## src/hdl/ctre_pkg.sv

```systemverilog
// Shared types, codes and a helper function for the color tolerance run extractor.
package ctre_pkg;

    localparam int PIXEL_W = 32;
    localparam int COUNT_W = 15;
    localparam int COORD_W = 16;
    localparam int TOL_W   = 8;
    localparam int FMT_W   = 2;
    localparam int CFG_IDX_W = 3;
    localparam int CFG_DATA_W = 32;
    localparam int RESULT_W = 3 * COORD_W;

    localparam logic [FMT_W-1:0] FMT_RGBA    = 2'd0;
    localparam logic [FMT_W-1:0] FMT_GRAY    = 2'd1;
    localparam logic [FMT_W-1:0] FMT_INDEXED = 2'd2;

    localparam logic [CFG_IDX_W-1:0] REG_PIXEL_FORMAT  = 3'd0;
    localparam logic [CFG_IDX_W-1:0] REG_KEY_COLOR     = 3'd1;
    localparam logic [CFG_IDX_W-1:0] REG_TOLERANCE     = 3'd2;
    localparam logic [CFG_IDX_W-1:0] REG_REGION_LEFT   = 3'd3;
    localparam logic [CFG_IDX_W-1:0] REG_REGION_TOP    = 3'd4;
    localparam logic [CFG_IDX_W-1:0] REG_REGION_WIDTH  = 3'd5;
    localparam logic [CFG_IDX_W-1:0] REG_REGION_HEIGHT = 3'd6;

    typedef struct packed {
        logic [COORD_W-1:0] run_right;
        logic [COORD_W-1:0] run_left;
        logic [COORD_W-1:0] run_row;
    } t_run;

    function automatic logic [7:0] abs_diff8(input logic [7:0] a, input logic [7:0] b);
        logic [7:0] d;
        begin
            d = (a > b) ? (a - b) : (b - a);
            return d;
        end
    endfunction

endpackage

```

## src/hdl/color_tolerance_run_extractor_unit.sv

```systemverilog
// Color key match and horizontal run extractor, one pixel per cycle.
// The pixel ending a run passes through the input register and then the result register before the run is on m_axis.
// Throughput: one pixel per cycle; an input register and a result register
// separate the two sides, so input is stalled only while a result waits unread.
// Reset (synchronous, active low): clears counters, open run, valid flags and
// returns the configuration registers to rgba, key 0, exact match, 1x1 region at 0,0.
module color_tolerance_run_extractor_unit (
    input  logic                                i_clk,
    input  logic                                i_rst_n,
    input  logic                                s_axis_tvalid,
    output logic                                s_axis_tready,
    input  logic [ctre_pkg::PIXEL_W-1:0]        s_axis_tdata,  // pixel[31:0]
    output logic                                m_axis_tvalid,
    input  logic                                m_axis_tready,
    output logic [ctre_pkg::RESULT_W-1:0]       m_axis_tdata,  // run_right, run_left, run_row
    input  logic                                i_cfg_wr_en,
    input  logic [ctre_pkg::CFG_IDX_W-1:0]      i_cfg_index,
    input  logic [ctre_pkg::CFG_DATA_W-1:0]     i_cfg_wdata
);

    logic [ctre_pkg::FMT_W-1:0]   r_format;
    logic [ctre_pkg::PIXEL_W-1:0] r_key;
    logic [ctre_pkg::TOL_W-1:0]   r_tol;
    logic [ctre_pkg::COUNT_W-1:0] r_left;
    logic [ctre_pkg::COUNT_W-1:0] r_top;
    logic [ctre_pkg::COUNT_W-1:0] r_width;
    logic [ctre_pkg::COUNT_W-1:0] r_height;

    logic                         r_in_valid;
    logic [ctre_pkg::PIXEL_W-1:0] r_in_pixel;

    logic [ctre_pkg::COUNT_W-1:0] r_col;
    logic [ctre_pkg::COUNT_W-1:0] r_row;
    logic                         r_run_open;
    logic [ctre_pkg::COORD_W-1:0] r_run_start;

    logic                         r_out_valid;
    ctre_pkg::t_run               r_out;

    logic                         advance;
    logic                         match;
    logic                         last_col;
    logic                         last_row;
    logic [ctre_pkg::COORD_W-1:0] x;
    logic [ctre_pkg::COORD_W-1:0] y;
    logic                         emit;
    ctre_pkg::t_run               n_out;
    logic                         n_run_open;
    logic [ctre_pkg::COORD_W-1:0] n_run_start;
    logic [ctre_pkg::COUNT_W-1:0] n_col;
    logic [ctre_pkg::COUNT_W-1:0] n_row;

    logic [7:0]                   d0, d1, d2, d3;
    logic                         within0, within1, within2, within3;
    logic                         rgba_clear, gray_clear;
    logic [ctre_pkg::PIXEL_W:0]   idx_diff;
    logic [ctre_pkg::PIXEL_W-1:0] idx_abs;

    assign advance       = r_in_valid && (!r_out_valid || m_axis_tready);
    assign s_axis_tready = !r_in_valid || advance;
    assign m_axis_tvalid = r_out_valid;
    assign m_axis_tdata  = r_out;

    // per-channel distances
    always_comb begin
        d0 = ctre_pkg::abs_diff8(r_in_pixel[7:0],   r_key[7:0]);
        d1 = ctre_pkg::abs_diff8(r_in_pixel[15:8],  r_key[15:8]);
        d2 = ctre_pkg::abs_diff8(r_in_pixel[23:16], r_key[23:16]);
        d3 = ctre_pkg::abs_diff8(r_in_pixel[31:24], r_key[31:24]);
        within0 = d0 <= r_tol;
        within1 = d1 <= r_tol;
        within2 = d2 <= r_tol;
        within3 = d3 <= r_tol;
        rgba_clear = (r_in_pixel[31:24] == 8'd0) && (r_key[31:24] == 8'd0);
        gray_clear = (r_in_pixel[15:8] == 8'd0) && (r_key[15:8] == 8'd0);
        idx_diff = {1'b0, r_key} - {25'd0, r_in_pixel[7:0]};
        idx_abs  = idx_diff[ctre_pkg::PIXEL_W] ? (~idx_diff[ctre_pkg::PIXEL_W-1:0] + 32'd1)
                                               : idx_diff[ctre_pkg::PIXEL_W-1:0];
    end

    always_comb begin
        case (r_format)
            ctre_pkg::FMT_RGBA: begin
                if (r_tol == 8'd0) begin
                    match = (r_in_pixel == r_key) || rgba_clear;
                end else begin
                    match = rgba_clear || (within0 && within1 && within2 && within3);
                end
            end
            ctre_pkg::FMT_GRAY: begin
                if (r_tol == 8'd0) begin
                    match = ({16'd0, r_in_pixel[15:0]} == r_key) || gray_clear;
                end else begin
                    match = gray_clear || (within0 && within1);
                end
            end
            ctre_pkg::FMT_INDEXED: begin
                match = idx_abs <= {24'd0, r_tol};
            end
            default: begin
                match = 1'b0;
            end
        endcase
    end

    // counters and open run
    always_comb begin
        x        = {1'b0, r_left} + {1'b0, r_col};
        y        = {1'b0, r_top} + {1'b0, r_row};
        last_col = ({1'b0, r_col} + 16'd1) >= {1'b0, r_width};
        last_row = ({1'b0, r_row} + 16'd1) >= {1'b0, r_height};

        n_run_open  = r_run_open;
        n_run_start = r_run_start;
        emit        = 1'b0;
        n_out.run_row   = y;
        n_out.run_left  = r_run_start;
        n_out.run_right = x;

        if (match) begin
            if (!r_run_open) begin
                n_run_open  = 1'b1;
                n_run_start = x;
                n_out.run_left = x;
            end
            if (last_col) begin
                emit       = 1'b1;
                n_run_open = 1'b0;
            end
        end else if (r_run_open) begin
            emit            = 1'b1;
            n_run_open      = 1'b0;
            n_out.run_right = x - 16'd1;
        end

        if (last_col) begin
            n_col = '0;
            n_row = last_row ? '0 : (r_row + 15'd1);
        end else begin
            n_col = r_col + 15'd1;
            n_row = r_row;
        end
    end

    always_ff @(posedge i_clk) begin
        if (!i_rst_n) begin
            r_format <= ctre_pkg::FMT_RGBA;
            r_key    <= '0;
            r_tol    <= '0;
            r_left   <= '0;
            r_top    <= '0;
            r_width  <= 15'd1;
            r_height <= 15'd1;
        end else if (i_cfg_wr_en) begin
            case (i_cfg_index)
                ctre_pkg::REG_PIXEL_FORMAT:  r_format <= i_cfg_wdata[ctre_pkg::FMT_W-1:0];
                ctre_pkg::REG_KEY_COLOR:     r_key    <= i_cfg_wdata;
                ctre_pkg::REG_TOLERANCE:     r_tol    <= i_cfg_wdata[ctre_pkg::TOL_W-1:0];
                ctre_pkg::REG_REGION_LEFT:   r_left   <= i_cfg_wdata[ctre_pkg::COUNT_W-1:0];
                ctre_pkg::REG_REGION_TOP:    r_top    <= i_cfg_wdata[ctre_pkg::COUNT_W-1:0];
                ctre_pkg::REG_REGION_WIDTH:  r_width  <= i_cfg_wdata[ctre_pkg::COUNT_W-1:0];
                ctre_pkg::REG_REGION_HEIGHT: r_height <= i_cfg_wdata[ctre_pkg::COUNT_W-1:0];
                default: begin
                end
            endcase
        end
    end

    always_ff @(posedge i_clk) begin
        if (!i_rst_n) begin
            r_in_valid  <= 1'b0;
            r_out_valid <= 1'b0;
            r_col       <= '0;
            r_row       <= '0;
            r_run_open  <= 1'b0;
            r_run_start <= '0;
        end else begin
            if (s_axis_tvalid && s_axis_tready) begin
                r_in_valid <= 1'b1;
            end else if (advance) begin
                r_in_valid <= 1'b0;
            end

            if (advance) begin
                r_out_valid <= emit;
                r_col       <= n_col;
                r_row       <= n_row;
                r_run_open  <= n_run_open;
                r_run_start <= n_run_start;
            end else if (m_axis_tready) begin
                r_out_valid <= 1'b0;
            end
        end
    end

    always_ff @(posedge i_clk) begin
        if (s_axis_tvalid && s_axis_tready) begin
            r_in_pixel <= s_axis_tdata;
        end
        if (advance && emit) begin
            r_out <= n_out;
        end
    end

endmodule
```

## config.mk

```make
export PLATFORM = sky130hd
export DESIGN_NAME = color_tolerance_run_extractor_unit
export DESIGN_NICKNAME = d
export VERILOG_FILES = /design/src/hdl/ctre_pkg.sv /design/src/hdl/color_tolerance_run_extractor_unit.sv
export SDC_FILE = /design/constraint.sdc
export NUM_CORES = 1
export LEC_CHECK = 0
export ABC_AREA = 1
export ABC_CLOCK_PERIOD_IN_PS = 8700
export BUFFER_PORTS_ARGS = -buffer_cell sky130_fd_sc_hd__buf_4
export CAP_MARGIN = 25
export CELL_PAD_IN_SITES_DETAIL_PLACEMENT = 1
export CELL_PAD_IN_SITES_GLOBAL_PLACEMENT = 1
export CORE_ASPECT_RATIO = 1.5
export CORE_MARGIN = 5
export CORE_UTILIZATION = 49
export DETAILED_ROUTE_END_ITERATION = 10
export PLACE_DENSITY_LB_ADDON = 0.1
export RECOVER_POWER = 25
export SYNTH_ARGS = -nofsm -noshare
export SYNTH_HDL_FRONTEND = slang
export SYNTH_SLANG_ARGS = --single-unit
```

## constraint.sdc

```tcl
create_clock -name i_clk -period 8.7 [get_ports i_clk]
set_clock_uncertainty 0.2 [all_clocks]
set_input_delay 0.87 -clock i_clk [delete_from_list [all_inputs] [get_ports i_clk]]
set_output_delay 0.87 -clock i_clk [all_outputs]
set_load 0.05 [all_outputs]
```

# --- Word level (Yosys, flattened, before mapping) ---
# Cells that the tools add are included.
word_totals:
  ff_bits: 231
  input_bits: 72
  out_inout_bits: 50
  word_cells: 112
op_classes:
  add_sub_neg: 17
  magnitude_cmp: 11
  eq_ne: 10
  n_mux: 23
  n_bitwise: 1
  reduce_logical: 33
op_table:
  columns: ["cell", "n"]
  rows:
  - ["$mux W16", 4]
  - ["$sub A8 B8 Y8", 8]
  - ["$logic_not A8 Y1", 5]
  - ["$sub A32 B8 Y33", 1]
  - ["$add A15 B1 Y16 const B", 2]
  - ["$add A15 B15 Y16", 2]
  - ["$add A32 B1 Y32 const B", 1]
  - ["$eq A16 B32 Y1", 1]
  - ["$eq A32 B32 Y1", 1]
  - ["$ge A16 B15 Y1", 2]
  - ["$gt A8 B8 Y1", 4]
  - ["$le A32 B8 Y1", 1]
  - ["$le A8 B8 Y1", 4]
  - ["$mux W32", 1]
  - ["$mux W8", 4]
  - ["$not A32 Y32", 1]
  - ["$add A15 B1 Y15 const B", 2]
  - ["$mux W15", 2]
  - ["$reduce_and A2 Y1", 8]
  - ["$sub A16 B1 Y16 const B", 1]
  - ["$mux W1", 11]
  - ["$eq A3 B3 Y1 const B", 3]
  - ["$logic_and A1 B1 Y1", 8]
  - ["$eq A3 B2 Y1 const B", 2]
  - ["other kinds (9)", 16]

# --- Logic depth before layout (Yosys ltp) ---
# Gate-level depths: netlist of run 1.
logic_depth:
  word_depth: 11
  ltp_mapped: 31
  depth_no_buf: 30

# --- Least setup slack after synthesis of run 1 ---
# OpenSTA, ideal clock, no wires.
synth_timing:
  kind: "reg-to-reg"
  from: "register r_key[9] (netlist name)"
  to: "register r_out, in the netlist m_axis_tdata[0], enable pin"
  setup_ps: 402
  arrival_time_ps: 4957
  required_ps: 8098
  slack_ps: 3141
  path_stages_with_launch: 26
  n_path_buf: 1
  synth_period_minus_slack_ps: 5559
  path_cell_list: "dfxtp_1 inv_1 fa_1 nand3_1 nand2_1 a21oi_1 o21ai_0 nand2_1 inv_1 o21ai_0 o221ai_1 xnor2_1 inv_1 ha_1 nand2_1 inv_1 nand3_1 nor2_1 o22ai_1 and3_1 o311ai_2 nand3_4 buf_8 nand2_2 nand3_1 inv_1"
synth_via:
  elab_chain_cells: 11
  word_cells_on_any_way: 26
  cone_classes: "4 x add/sub; 3 x order compare; 2 x eq/ne; 6 x mux; 1 x bitwise; 10 x reduce/logical"
synth_lines:
  columns: ["element", "line_no", "text"]
  rows:
  - ["from (decl)", "color_tolerance_run_extractor_unit.sv:22", "logic [ctre_pkg::PIXEL_W-1:0] r_key;"]
  - ["from (signal assigned)", "color_tolerance_run_extractor_unit.sv:157", "ctre_pkg::REG_KEY_COLOR: r_key <= i_cfg_wdata;"]
  - ["branches (longest 8 deep; another with $sub A32 B8 Y33)", null, null]
  - ["$pmux W1 S3 *", "color_tolerance_run_extractor_unit.sv:82", "case (r_format)"]
  - ["$mux W1 *", "color_tolerance_run_extractor_unit.sv:120", "if (match) begin"]
  - ["$logic_and A1 B1 Y1 *", "color_tolerance_run_extractor_unit.sv:200", "if (advance && emit) begin"]
  - ["to (signal assigned)", "color_tolerance_run_extractor_unit.sv:201", "r_out <= n_out;"]
  - ["to (decl)", "color_tolerance_run_extractor_unit.sv:38", "ctre_pkg::t_run r_out;"]
# Every way passes the cells marked *.
# A chain may end at the register's enable or synchronous reset.

# --- Worst setup path after layout of run 1 ---
layout_timing:
  from: "register r_key[13] (netlist name)"
  to: "register r_out, in the netlist m_axis_tdata[30], enable pin"
# The elaborated chain is that of the path after synthesis.

==> summary.txt, run 1 <==
Status
  – Run status: complete, but fails checks
  – Violated checks: capacitance limit, slew limit

Critical path
  – Flop2flop setup slack: 1.75 ns
  – Critical register-to-register path endpoint: m_axis_tdata[30]$_DFFE_PP_
  – Launch instance of the worst register-to-register path: r_key[13]$_SDFFE_PN0P_
  – Arr. time, crit path: 7.00 ns
  – Nature of the critical path endpoint: register
  – R2R cell count: 26
  – Path type of the worst setup path: reg2reg
  – Data required time of the critical path: 8.74 ns
  – Critical path launch point type: register
  – Crit Path Max Fanout: 28

Power
  – Design Power: 3.125 mW
  – Total leakage power: 8.674 nW
  – Worst vdd ir: 0.1767 mV
  – Power Density: 169.9 nW/um^2

Detailed routing
  – TritonRoute pass-1 iters: 4
  – Iteration-0 DRC Markers: 800
  – Routed vias: 15,603
  – Number of nets with antenna violations after detailed routing: 0
  – WL per Instance: 20.45 um
  – Final WL: 56,070 um
  – Remaining routing DRC violations: 0
  – Number of vias per cell after detailed routing: 5.690

Synthesis
  – Area share of the leading cell type in the synthesized netlist: 0.1855
  – Flop and latch count out of synthesis: 231
  – Combined area of all synthesized cells: 16,300 um^2
  – Library cell with the largest summed area after synthesis: dfxtp_1
  – Top FF cell, synth: dfxtp_1
  – Synth async-reset ratio: 0
  – Sequential share of the synthesized area: 0.3329
  – Number of enable-type register cells in the synthesized netlist: 80
  – Cells after Synth: 2,207
  – Count of cell types in the netlist: 55
  – Post-synthesis area per instance: 7.384 um^2
  – Nets in the synthesized netlist: 2,454
  – Leading cell types by total area after synthesis: dfxtp_1 19%, edfxtp_1 15%, ha_1 13%
  – Number of warning messages in the yosys log: 0

Global routing
  – Number of global-route vias before repair: 16,774
  – Met3 layer usage reported by global route: 0.02877
  – Global routing met1 resource utilization: 0.3042
  – Number of antenna violations at the first check in global routing: 0
  – Global-route layer with the greatest usage: met2
  – Congestion Overflow GR: 0
  – Largest net degree at the start of global routing: 94
  – First-pass GRT wire length: 87,640 um
  – GR Util met2: 0.5659
  – Gr usage total: 0.2923

Final layout
  – Fill cell instance count of the final layout: 4,206
  – Share of cells above drive strength 1: 0.1027
  – Layout Area Growth over Synthesis: 12.87%
  – Multi-input gate area in the final layout: 9288 um^2
  – Diode count: 0
  – Net count reported at finish: 2,554
  – Sequential cell area: 5425 um^2

STA
  – Max Clk Rate: 143.9 MHz
  – Slew Limit Fails: 127
  – Tmin final: 6.951 ns
  – Final-report setup violation count: 0
  – Unrepaired setup endpoints after global routing: no
  – Slew HR: -1.440
  – Count of final hold-check violations: 0
  – Post-route setup TNS: 0 ns
  – Final worst-path cycle share: 0.7989
  – Slew @ Worst Pin: 3.660 ns

Place
  – Routability congestion estimate from global placement: 0.9307
  – DPL Wire Length: 43,250 um
  – Number of I/O port buffers: 121

Job
  – Maximum capacitance violations: 2

Floorplan
  – Effective utilization at floorplan: 0.4978
  – Die height: 233.4 um
  – I/O pin cnt: 122
  – Die area: 37,080 um^2
  – Placeable Area: 32,740 um^2
  – Width of the chip: 158.9 um
  – Number of cell rows: 81

CTS
  – Number of resized instances in the post-cts repair step: 0
  – Post CTS Setup Buffer Count: 0
  – Clock-pin slew reported for the worst setup and hold paths after clock tree synthesis: 0.07 ns
  – Maximum count of clock buffers along a single path: 3
  – TritonCTS clock tree: built
  – Clock buffers created by TritonCTS: 26
  – CTS Sinks: 231
  – Post-CTS Hold Buffers: 0
  – Root buf cell: clkbuf_16
  – CTS HTree Levels: 1
  – Clock Latency Late Sink: 0.56 ns

Hold path
  – Classification of the worst-slack hold path: reg2reg
  – End of the worst hold path: r_left[2]$_SDFFE_PN0P_
  – Hold Crit Start: r_left[2]$_SDFFE_PN0P_
  – Worst hold path cell count: 2
-- Yosys cell counts, types with 8 or more instances --
| cell type | n |
|---|---|
| a21oi_1 | 225 |
| clkbuf_1 | 43 |
| dfxtp_1 | 151 |
| edfxtp_1 | 80 |
| fa_1 | 10 |
| ha_1 | 165 |
| inv_1 | 330 |
| inv_2 | 12 |
| nand2_1 | 386 |
| nand2_2 | 36 |
| nand3_1 | 125 |
| nand4_1 | 47 |
| nor2_1 | 164 |
| nor2_2 | 8 |
| nor3_1 | 27 |
| nor4_1 | 9 |
| o21ai_0 | 181 |
| o21ai_1 | 21 |
| o221ai_1 | 8 |
| xnor2_1 | 16 |
| xor2_1 | 69 |
-- metal layers --
metal	vias up	share of wire
li1	7501	-
met1	7536	0.37
met2	389	0.53
met3	177	0.036
met4	0	0.066
met5	-	0
-- stage by stage --
step	std cells	cell area (um^2)	utilization	setup WS, ns	hold WS, ns
after CTS	2740	18410	0.5623	1.514	0.2597
after floorplan	2207	16300	-	3.141	0.2280
final	2742	18390	0.5619	1.749	0.2617
after global routing	2742	18390	0.5619	1.075	0.2807
after detailed placement	2692	17500	0.5346	1.545	0.2476
after global placement	2692	17500	0.5346	1.758	0.2391
-- cells in the final DEF (no fill, tap or decap), types with 47 or more instances in the layout --
cell type,instances
a21oi_1,225
buf_4,92
dfxtp_1,151
edfxtp_1,80
ha_1,165
inv_1,329
nand2_1,386
nand3_1,125
nand4_1,47
nor2_1,164
o21ai_0,181
xor2_1,69
-- power breakdown --
group          leakage (nW)  total (mW)  internal (mW)  switching, mW
sequential             1.99        1.19           1.16         0.0277
clock                 0.441        1.18          0.691          0.489
combinational          6.25       0.760          0.258          0.501
total                  8.67        3.12           2.11           1.02
-- kinds of logic after synthesis --
family                   share of synthesized area
adder cells (fa/ha/maj)                     0.1390
buffers and inverters                      0.09720
AND/OR/NAND/NOR                             0.2267
flip-flops                                  0.3329
XOR/XNOR                                   0.04568
multiplexers                              0.001843
AO/OA/AOI/OAI                               0.1567
-- state kept, by name (all words and copies together) (netlist names) --
name / count
r_tol: 8
r_col: 15
r_width: 15
r_height: 15
r_format: 2
r_in_pixel: 32
r_run_open: 1
m_axis_tdata: 48
r_row: 15
r_key: 32
m_axis_tvalid: 1
r_top: 15
r_run_start: 16
r_in_valid: 1
r_left: 15
-- layout make-up --
| type | instances | area share |
|---|---|---|
| Multi-Input combinational cell | 1571 | 0.5049 |
| Timing Repair Buffer | 131 | 0.05190 |
| Clock buffer | 35 | 0.04238 |
| Sequential cell | 231 | 0.2949 |
| Tap cell | 415 | 0.02823 |
| Inverter | 346 | 0.07074 |
| Clock inverter | 13 | 0.006870 |
-- critical path: stages, from the launching register on --
cell and delay (ns):
dfxtp_1 0.39, inv_1 0.13, ha_1 0.44, nand4_1 0.18, nor4_1 0.74, inv_1 0.14
nand2_1 0.27, inv_1 0.17, o21ai_0 0.31, o221ai_1 0.17, xnor2_1 0.16, inv_1 0.06
ha_1 0.27, nand2_1 0.05, inv_1 0.07, nand3_1 0.07, nor2_1 0.11, o22ai_1 0.16
and3_1 0.22, nand3_1 0.07, o311ai_0 0.15, nand2_1 0.55, nand3_4 0.45, nand2_2 0.18
nand3_1 0.13, inv_2 0.50, buf_12 0.27
-- worst max path at each step --
stage                                       endpoint  slack (ns)              startpoint  cells after the start
after floorplan            m_axis_tdata[0]$_DFFE_PP_        3.14   r_key[9]$_SDFFE_PN0P_                     25
after global placement     m_axis_tdata[1]$_DFFE_PP_        1.76  r_key[13]$_SDFFE_PN0P_                     25
after detailed placement   m_axis_tdata[1]$_DFFE_PP_        1.54  r_key[13]$_SDFFE_PN0P_                     25
after CTS                 m_axis_tdata[40]$_DFFE_PP_        1.51  r_key[13]$_SDFFE_PN0P_                     25
after global routing      m_axis_tdata[30]$_DFFE_PP_        1.08  r_key[13]$_SDFFE_PN0P_                     26
final                     m_axis_tdata[30]$_DFFE_PP_        1.75  r_key[13]$_SDFFE_PN0P_                     26
(Power assumes the default switching activity.)
==> run 2, diff against run 1 <==
--- a/config.mk
+++ b/config.mk
@@ -5,15 +5,15 @@
 export SDC_FILE = /design/constraint.sdc
 export NUM_CORES = 1
 export LEC_CHECK = 0
-export ABC_AREA = 1
-export ABC_CLOCK_PERIOD_IN_PS = 8700
+export ABC_AREA = 0
+export ABC_CLOCK_PERIOD_IN_PS = 6700
 export BUFFER_PORTS_ARGS = -buffer_cell sky130_fd_sc_hd__buf_4
 export CAP_MARGIN = 25
 export CELL_PAD_IN_SITES_DETAIL_PLACEMENT = 1
 export CELL_PAD_IN_SITES_GLOBAL_PLACEMENT = 1
 export CORE_ASPECT_RATIO = 1.5
 export CORE_MARGIN = 5
-export CORE_UTILIZATION = 49
+export CORE_UTILIZATION = 47
 export DETAILED_ROUTE_END_ITERATION = 10
 export PLACE_DENSITY_LB_ADDON = 0.1
 export RECOVER_POWER = 25
==> constraint.sdc (replaced) <==
create_clock -name i_clk -period 6.7 [get_ports i_clk]
set_clock_uncertainty 0.2 [all_clocks]
set_input_delay 0.67 -clock i_clk [delete_from_list [all_inputs] [get_ports i_clk]]
set_output_delay 0.67 -clock i_clk [all_outputs]
set_load 0.05 [all_outputs]
==> summary.txt, run 2 <==
Status
  – Run status: complete, but fails checks
  – Violated checks: capacitance limit, slew limit

Floorplan
  – Width of the chip: 156.4 um
  – Placeable Area: 31,830 um^2
  – Die height: 229.5 um
  – I/O pin cnt: 122
  – Number of cell rows: 80
  – Effective utilization at floorplan: 0.4744
  – Die area: 35,890 um^2

Final layout
  – Post-layout util: 0.5430
  – Largest register FFs: 48
  – Layout Area Growth over Synthesis: 14.45%
  – Highest-count cells in the layout ignoring fill and taps: 287 x nand2_1, 165 x ha_1, 151 x dfxtp_1
  – Share of cells above drive strength 1: 0.1190
  – Most common cell after layout, fill and taps aside: nand2_1
  – Non-Filler Instances: 2,244
  – Post-Layout Inst Area: 17,280 um^2
  – Net count reported at finish: 2,059

Synthesis
  – Multiplexer fraction of the synthesized cell area: 0.03331
  – Area share of the leading cell type in the synthesized netlist: 0.2002
  – Library cell with the highest instance count after synthesis: nand2_1
  – Combinational family with the most area after synthesis: simple AND/OR/NAND/NOR gates
  – Synth async-reset ratio: 0
  – Sequential share of the synthesized area: 0.3593
  – Synthesized-area fraction occupied by ao, oa, aoi and oai cells: 0.1605
  – Synth cell count leaders: 287 x nand2_1, 165 x ha_1, 151 x dfxtp_1
  – Simple-Gate Fraction of Synth Area: 0.1886
  – Post-synthesis area per instance: 8.857 um^2
  – Top FF cell, synth: dfxtp_1
  – Flop and latch count out of synthesis: 231
  – Share of synthesized cell area in full adder, half adder and majority cells: 0.1500
  – Cells after Synth: 1,705
  – Combined area of all synthesized cells: 15,100 um^2
  – Number of warning messages in the yosys log: 0
  – Leading cell types by total area after synthesis: dfxtp_1 20%, edfxtp_1 16%, ha_1 14%
  – Count of cell types in the netlist: 72
  – Nets in the synthesized netlist: 1,952
  – Number of enable-type register cells in the synthesized netlist: 80
  – Post-Synth XOR/XNOR Area: 0.05858
  – Library cell with the largest summed area after synthesis: dfxtp_1

STA
  – Final worst-path cycle share: 0.9318
  – Count of final hold-check violations: 0
  – Max Clk Rate: 160.2 MHz
  – Slew HR: -0.3019
  – Final-report setup violation count: 0
  – Post-route setup TNS: 0 ns
  – Slew Limit Fails: 33
  – Final setup margin: 0.4567 ns
  – Tmin final: 6.243 ns
  – Slew @ Worst Pin: 1.953 ns
  – Unrepaired setup endpoints after global routing: no

Power
  – Worst vdd ir: 0.2186 mV
  – Total leakage power: 7.096 nW
  – Power Density: 207.8 nW/um^2

Hold path
  – Classification of the worst-slack hold path: in2reg

Detailed routing
  – Iteration-0 DRC Markers: 416
  – Highest routed metal layer: met4
  – Wl on met1: 18,030 um
  – Number of vias per cell after detailed routing: 5.678
  – Met3 wire len: 1120 um
  – Number of nets with antenna violations after detailed routing: 0
  – WL per Instance: 20.81 um
  – Detailed route wirelength on metal2: 25,030 um
  – TritonRoute pass-1 iters: 4
  – Routed vias: 12,742
  – Remaining routing DRC violations: 0
  – Final WL: 46,690 um

Critical path
  – Critical path buffers and inverters: 3
  – Critical path's top delay family: compound AO/OA/AOI/OAI gates
  – Critical Path Most Common Cell: a21oi_1
  – Arr. time, crit path: 6.35 ns
  – Largest stage delay, worst path: 0.38 ns
  – Nature of the critical path endpoint: register
  – Max stage delay cell, worst path: dfxtp_1
  – Path type of the worst setup path: reg2reg
  – Critical path launch point type: register
  – Crit Path Max Fanout: 16
  – Data required time of the critical path: 6.80 ns

CTS
  – CTS HTree Levels: 1
  – Maximum count of clock buffers along a single path: 3
  – Clock Latency Late Sink: 0.55 ns
  – Clock-pin slew reported for the worst setup and hold paths after clock tree synthesis: 0.06 ns
  – TritonCTS clock tree: built
  – Post-CTS Hold Buffers: 0
  – CTS Sinks: 231
  – Clock buffers created by TritonCTS: 26
  – Root buf cell: clkbuf_16

Place
  – # placed instances: 2,192
  – Instance area at placement: 16,400 um^2
  – Number of I/O port buffers: 121
  – Worst slack at placement: 0.3383 ns
  – Routability congestion estimate from global placement: 0.9339
  – DPL Wire Length: 35,180 um

Global routing
  – First-pass GRT wire length: 73,600 um
  – Largest net degree at the start of global routing: 86
  – Gr usage total: 0.2565
  – Number of global-route vias before repair: 13,843
  – Congestion Overflow GR: 0
  – Number of antenna violations at the first check in global routing: 2

Job
  – Maximum capacitance violations: 1
[run 2: changes by cell type in the layout (fill, tap and decap cells not counted), sizes merged, moves of 20 or more]
cell / delta
nand3: -75
a21oi: -164
inv: -212
xor2: -33
xnor2: +49
nor2b: +35
a21boi: +99
mux2: +28
o21ai: -118
nor2: -113
nand2: -136
nand4: -21
nand2b: +20
[run 2: final timing paths]
kind                                                    from                      endpoint  slack (ns)  depth (start not counted)
worst max-delay path                  r_key[16]$_SDFFE_PN0P_    m_axis_tdata[29]$_DFFE_PP_        0.46                         26
worst min-delay path                         s_axis_tdata[8]       r_in_pixel[8]$_DFFE_PP_        0.11                          1
worst max register to register        r_key[16]$_SDFFE_PN0P_    m_axis_tdata[29]$_DFFE_PP_        0.46                         26
worst min register to register  r_run_start[10]$_SDFFE_PN0P_  r_run_start[10]$_SDFFE_PN0P_        0.26                          2
[run 2: cells by family (layout without fill, tap and decap cells)]
family	count (synthesis)	count (layout)
AND/OR/NAND/NOR	599	599
AO/OA/AOI/OAI	364	364
flip-flops	231	231
buffers and inverters	192	319
adder cells (fa/ha/maj)	175	175
XOR/XNOR	101	101
multiplexers	43	43
other	0	2
[run 2: final cells by class]
class                      instances  area (um^2)
fill                            3775        14550
multi-input combinational       1282         8940
sequential                       231         5425
timing repair buffer             138         1046
clock buffer                      42        792.0
tap                              410        513.0
inverter                         133        499.2
clock inverter                     6        62.56
antenna                            2        5.005
[run 2: power by group]
part / internal (mW) / leakage [nW] / switching [mW] / total [mW]
logic: 0.258 / 4.71 / 0.375 / 0.633
clock network: 0.845 / 0.411 / 0.603 / 1.45
registers: 1.48 / 1.97 / 0.0270 / 1.51
[run 2: through the flow]
| step | total power [mW] | hold WS (ns) |
|---|---|---|
| global placement | 2.145 | 0.2403 |
| floorplan | 1.958 | 0.2325 |
| finish | 3.591 | 0.1149 |
| detailed placement | 2.170 | 0.2552 |
| CTS | 3.631 | 0.07192 |
| global route | 3.758 | 0.09886 |
[run 2: layer usage]
metal / GRT usage / up-vias
li1: - / 6148
met1: 0.2791 / 6291
met2: 0.4844 / 196
met3: 0.02587 / 107
met4: 0.1254 / 0
met5: 0 / -
[run 2: repair_timing]
action / 4_1_cts / 5_1_grt
endpoints found under the setup margin: 0 / 1
buffers inserted: 0 / 0
gates resized for setup: 0 / 1
==> run 3, diff against run 2 <==
--- a/config.mk
+++ b/config.mk
@@ -6,14 +6,14 @@
 export NUM_CORES = 1
 export LEC_CHECK = 0
 export ABC_AREA = 0
-export ABC_CLOCK_PERIOD_IN_PS = 6700
+export ABC_CLOCK_PERIOD_IN_PS = 7400
 export BUFFER_PORTS_ARGS = -buffer_cell sky130_fd_sc_hd__buf_4
 export CAP_MARGIN = 25
 export CELL_PAD_IN_SITES_DETAIL_PLACEMENT = 1
 export CELL_PAD_IN_SITES_GLOBAL_PLACEMENT = 1
 export CORE_ASPECT_RATIO = 1.5
 export CORE_MARGIN = 5
-export CORE_UTILIZATION = 47
+export CORE_UTILIZATION = 51
 export DETAILED_ROUTE_END_ITERATION = 10
 export PLACE_DENSITY_LB_ADDON = 0.1
 export RECOVER_POWER = 25
==> constraint.sdc (replaced) <==
create_clock -name i_clk -period 7.4 [get_ports i_clk]
set_clock_uncertainty 0.2 [all_clocks]
set_input_delay 0.74 -clock i_clk [delete_from_list [all_inputs] [get_ports i_clk]]
set_output_delay 0.74 -clock i_clk [all_outputs]
set_load 0.05 [all_outputs]
==> summary.txt, run 3 (synthesized netlist as in run 2, its figures left out) <==
CTS
  – Post CTS Setup Buffer Count: 0
  – Maximum count of clock buffers along a single path: 3
  – CTS Sinks: 231
  – Clock buffers created by TritonCTS: 26
  – CTS HTree Levels: 1
  – Number of resized instances in the post-cts repair step: 0
  – TritonCTS clock tree: built
  – Clock-pin slew reported for the worst setup and hold paths after clock tree synthesis: 0.07 ns
  – Root buf cell: clkbuf_16
  – Clock Latency Late Sink: 0.56 ns
  – Post-CTS Hold Buffers: 0

Critical path
  – Critical register-to-register path endpoint: m_axis_tdata[6]$_DFFE_PP_
  – Arr. time, crit path: 6.57 ns
  – Critical Path Most Common Cell: a21oi_1
  – Critical path launch point type: register
  – R2R cell count: 27
  – Path type of the worst setup path: reg2reg
  – Launch instance of the worst register-to-register path: r_in_pixel[24]$_DFFE_PP_
  – Data required time of the critical path: 7.38 ns
  – Critical path buffers and inverters: 4
  – Largest stage delay, worst path: 0.53 ns
  – Max stage delay cell, worst path: buf_4
  – Critical path's top delay family: compound AO/OA/AOI/OAI gates
  – Flop2flop setup slack: 0.82 ns
  – Crit Path Max Fanout: 48
  – Nature of the critical path endpoint: register

Floorplan
  – Placeable Area: 29,380 um^2
  – Number of cell rows: 77
  – Die height: 220.7 um
  – Width of the chip: 150.5 um
  – Die area: 33,220 um^2
  – I/O pin cnt: 122
  – Effective utilization at floorplan: 0.5139

STA
  – Slew @ Worst Pin: 2.046 ns
  – Slew HR: -0.3637
  – Unrepaired setup endpoints after global routing: no
  – Slew Limit Fails: 33
  – Fin Hold WS: 0.1790 ns
  – Final worst-path cycle share: 0.8896
  – Count of final hold-check violations: 0
  – Post-route setup TNS: 0 ns
  – Max Clk Rate: 151.9 MHz
  – Final-report setup violation count: 0
  – Tmin final: 6.583 ns

Status
  – Run status: complete, but fails checks
  – Violated checks: capacitance limit, slew limit

Power
  – Worst vdd ir: 0.1858 mV
  – Design Power: 3.289 mW
  – Power Density: 190.7 nW/um^2
  – Total leakage power: 7.102 nW

Detailed routing
  – Wl on met1: 17,190 um
  – Detailed route wirelength on metal2: 24,710 um
  – Remaining routing DRC violations: 0
  – Routed vias: 12,736
  – TritonRoute pass-1 iters: 4
  – Highest routed metal layer: met4
  – Met3 wire len: 1242 um
  – Final WL: 45,090 um
  – WL per Instance: 20.28 um
  – Iteration-0 DRC Markers: 451
  – Number of vias per cell after detailed routing: 5.727
  – Number of nets with antenna violations after detailed routing: 0

Global routing
  – Congestion Overflow GR: 0
  – Number of antenna violations at the first check in global routing: 1
  – First-pass GRT wire length: 71,320 um
  – Number of global-route vias before repair: 13,812
  – Largest net degree at the start of global routing: 102
  – Gr usage total: 0.2692

Place
  – DPL Wire Length: 33,170 um
  – Routability congestion estimate from global placement: 0.9615
  – Number of I/O port buffers: 121
  – Instance area at placement: 16,340 um^2

Job
  – Maximum capacitance violations: 1

Final layout
  – Highest-count cells in the layout ignoring fill and taps: 287 x nand2_1, 165 x ha_1, 151 x dfxtp_1
  – Largest register FFs: 48
  – Fill cell instance count of the final layout: 3,458
  – Post-Layout Inst Area: 17,250 um^2
  – Net count reported at finish: 2,055
  – Layout Area Growth over Synthesis: 14.23%
  – Most common cell after layout, fill and taps aside: nand2_1
  – Share of cells above drive strength 1: 0.1182

Hold path
  – End of the worst hold path: r_in_pixel[14]$_DFFE_PP_
  – Hold Crit Start: s_axis_tdata[14]
  – Worst hold path cell count: 1
  – Classification of the worst-slack hold path: in2reg
## run 3: cell count changes in the layout (fill, tap and decap cells not counted), sizes merged, moves of 2 or more
| cell | change |
|---|---|
| clkinv | +2 |
| inv | +4 |
| clkinvlp | -2 |
| clkbuf | -5 |
| buf | -4 |
## run 3: report_power, final
part	switching, mW	internal (mW)	leakage [nW]
Clock	0.562	0.792	0.440
Combinational	0.336	0.231	4.69
Sequential	0.0251	1.34	1.97
Total	0.923	2.37	7.10
## run 3: layout make-up
class                   count  area [um^2]  area share
repair buffers            134         1003     0.05817
diodes                      1        2.502   0.0001451
well taps                 395        494.2     0.02865
clock buffers              37        762.0     0.04418
inverters                 133        499.2     0.02894
clock inverters            11        131.4    0.007616
flip-flops and latches    231         5425      0.3145
multi-input cells        1282         8931      0.5178
## run 3: worst reg2reg max path: cells and delay by family, from the launching register on
| kind | cells | cell delay (ns) |
|---|---|---|
| AOI/OAI and AO/OA | 9 | 1.98 |
| DFF | 1 | 0.39 |
| buffers and inverters | 4 | 0.96 |
| xor gates and xnor gates | 1 | 0.13 |
| muxes | 3 | 0.64 |
| and+or+nand+nor | 7 | 1.11 |
| adders and majority gates | 3 | 0.72 |
## run 3: worst max path at each step
| stage | from | endpoint | slack [ns] | depth (start not counted) |
|---|---|---|---|---|
| floorplan | r_in_pixel[24]$_DFFE_PP_ | m_axis_tdata[0]$_DFFE_PP_ | 0.48 | 25 |
| global placement | r_key[16]$_SDFFE_PN0P_ | m_axis_tdata[0]$_DFFE_PP_ | 1.19 | 26 |
| detailed placement | r_key[16]$_SDFFE_PN0P_ | m_axis_tdata[0]$_DFFE_PP_ | 0.92 | 26 |
| CTS | r_in_pixel[24]$_DFFE_PP_ | m_axis_tdata[6]$_DFFE_PP_ | 0.88 | 27 |
| global route | r_key[16]$_SDFFE_PN0P_ | m_axis_tdata[6]$_DFFE_PP_ | 0.48 | 26 |
| finish | r_in_pixel[24]$_DFFE_PP_ | m_axis_tdata[6]$_DFFE_PP_ | 0.82 | 27 |
## run 3: metal layers
metal,global-route usage,up-vias
li1,-,6141
met3,0.02930,106
met4,0.1187,0
met1,0.2857,6271
met5,0,-
met2,0.5260,218
## run 3: metrics by stage
step           setup slack (ns)  std cells    util
6_report                 0.8169       2224  0.5870
5_1_grt                  0.4827       2224  0.5870
4_1_cts                  0.8811       2221  0.5866
3_5_place_dp             0.9159       2173  0.5562
3_3_place_gp              1.190       2173  0.5562
2_1_floorplan            0.4817       1705       -
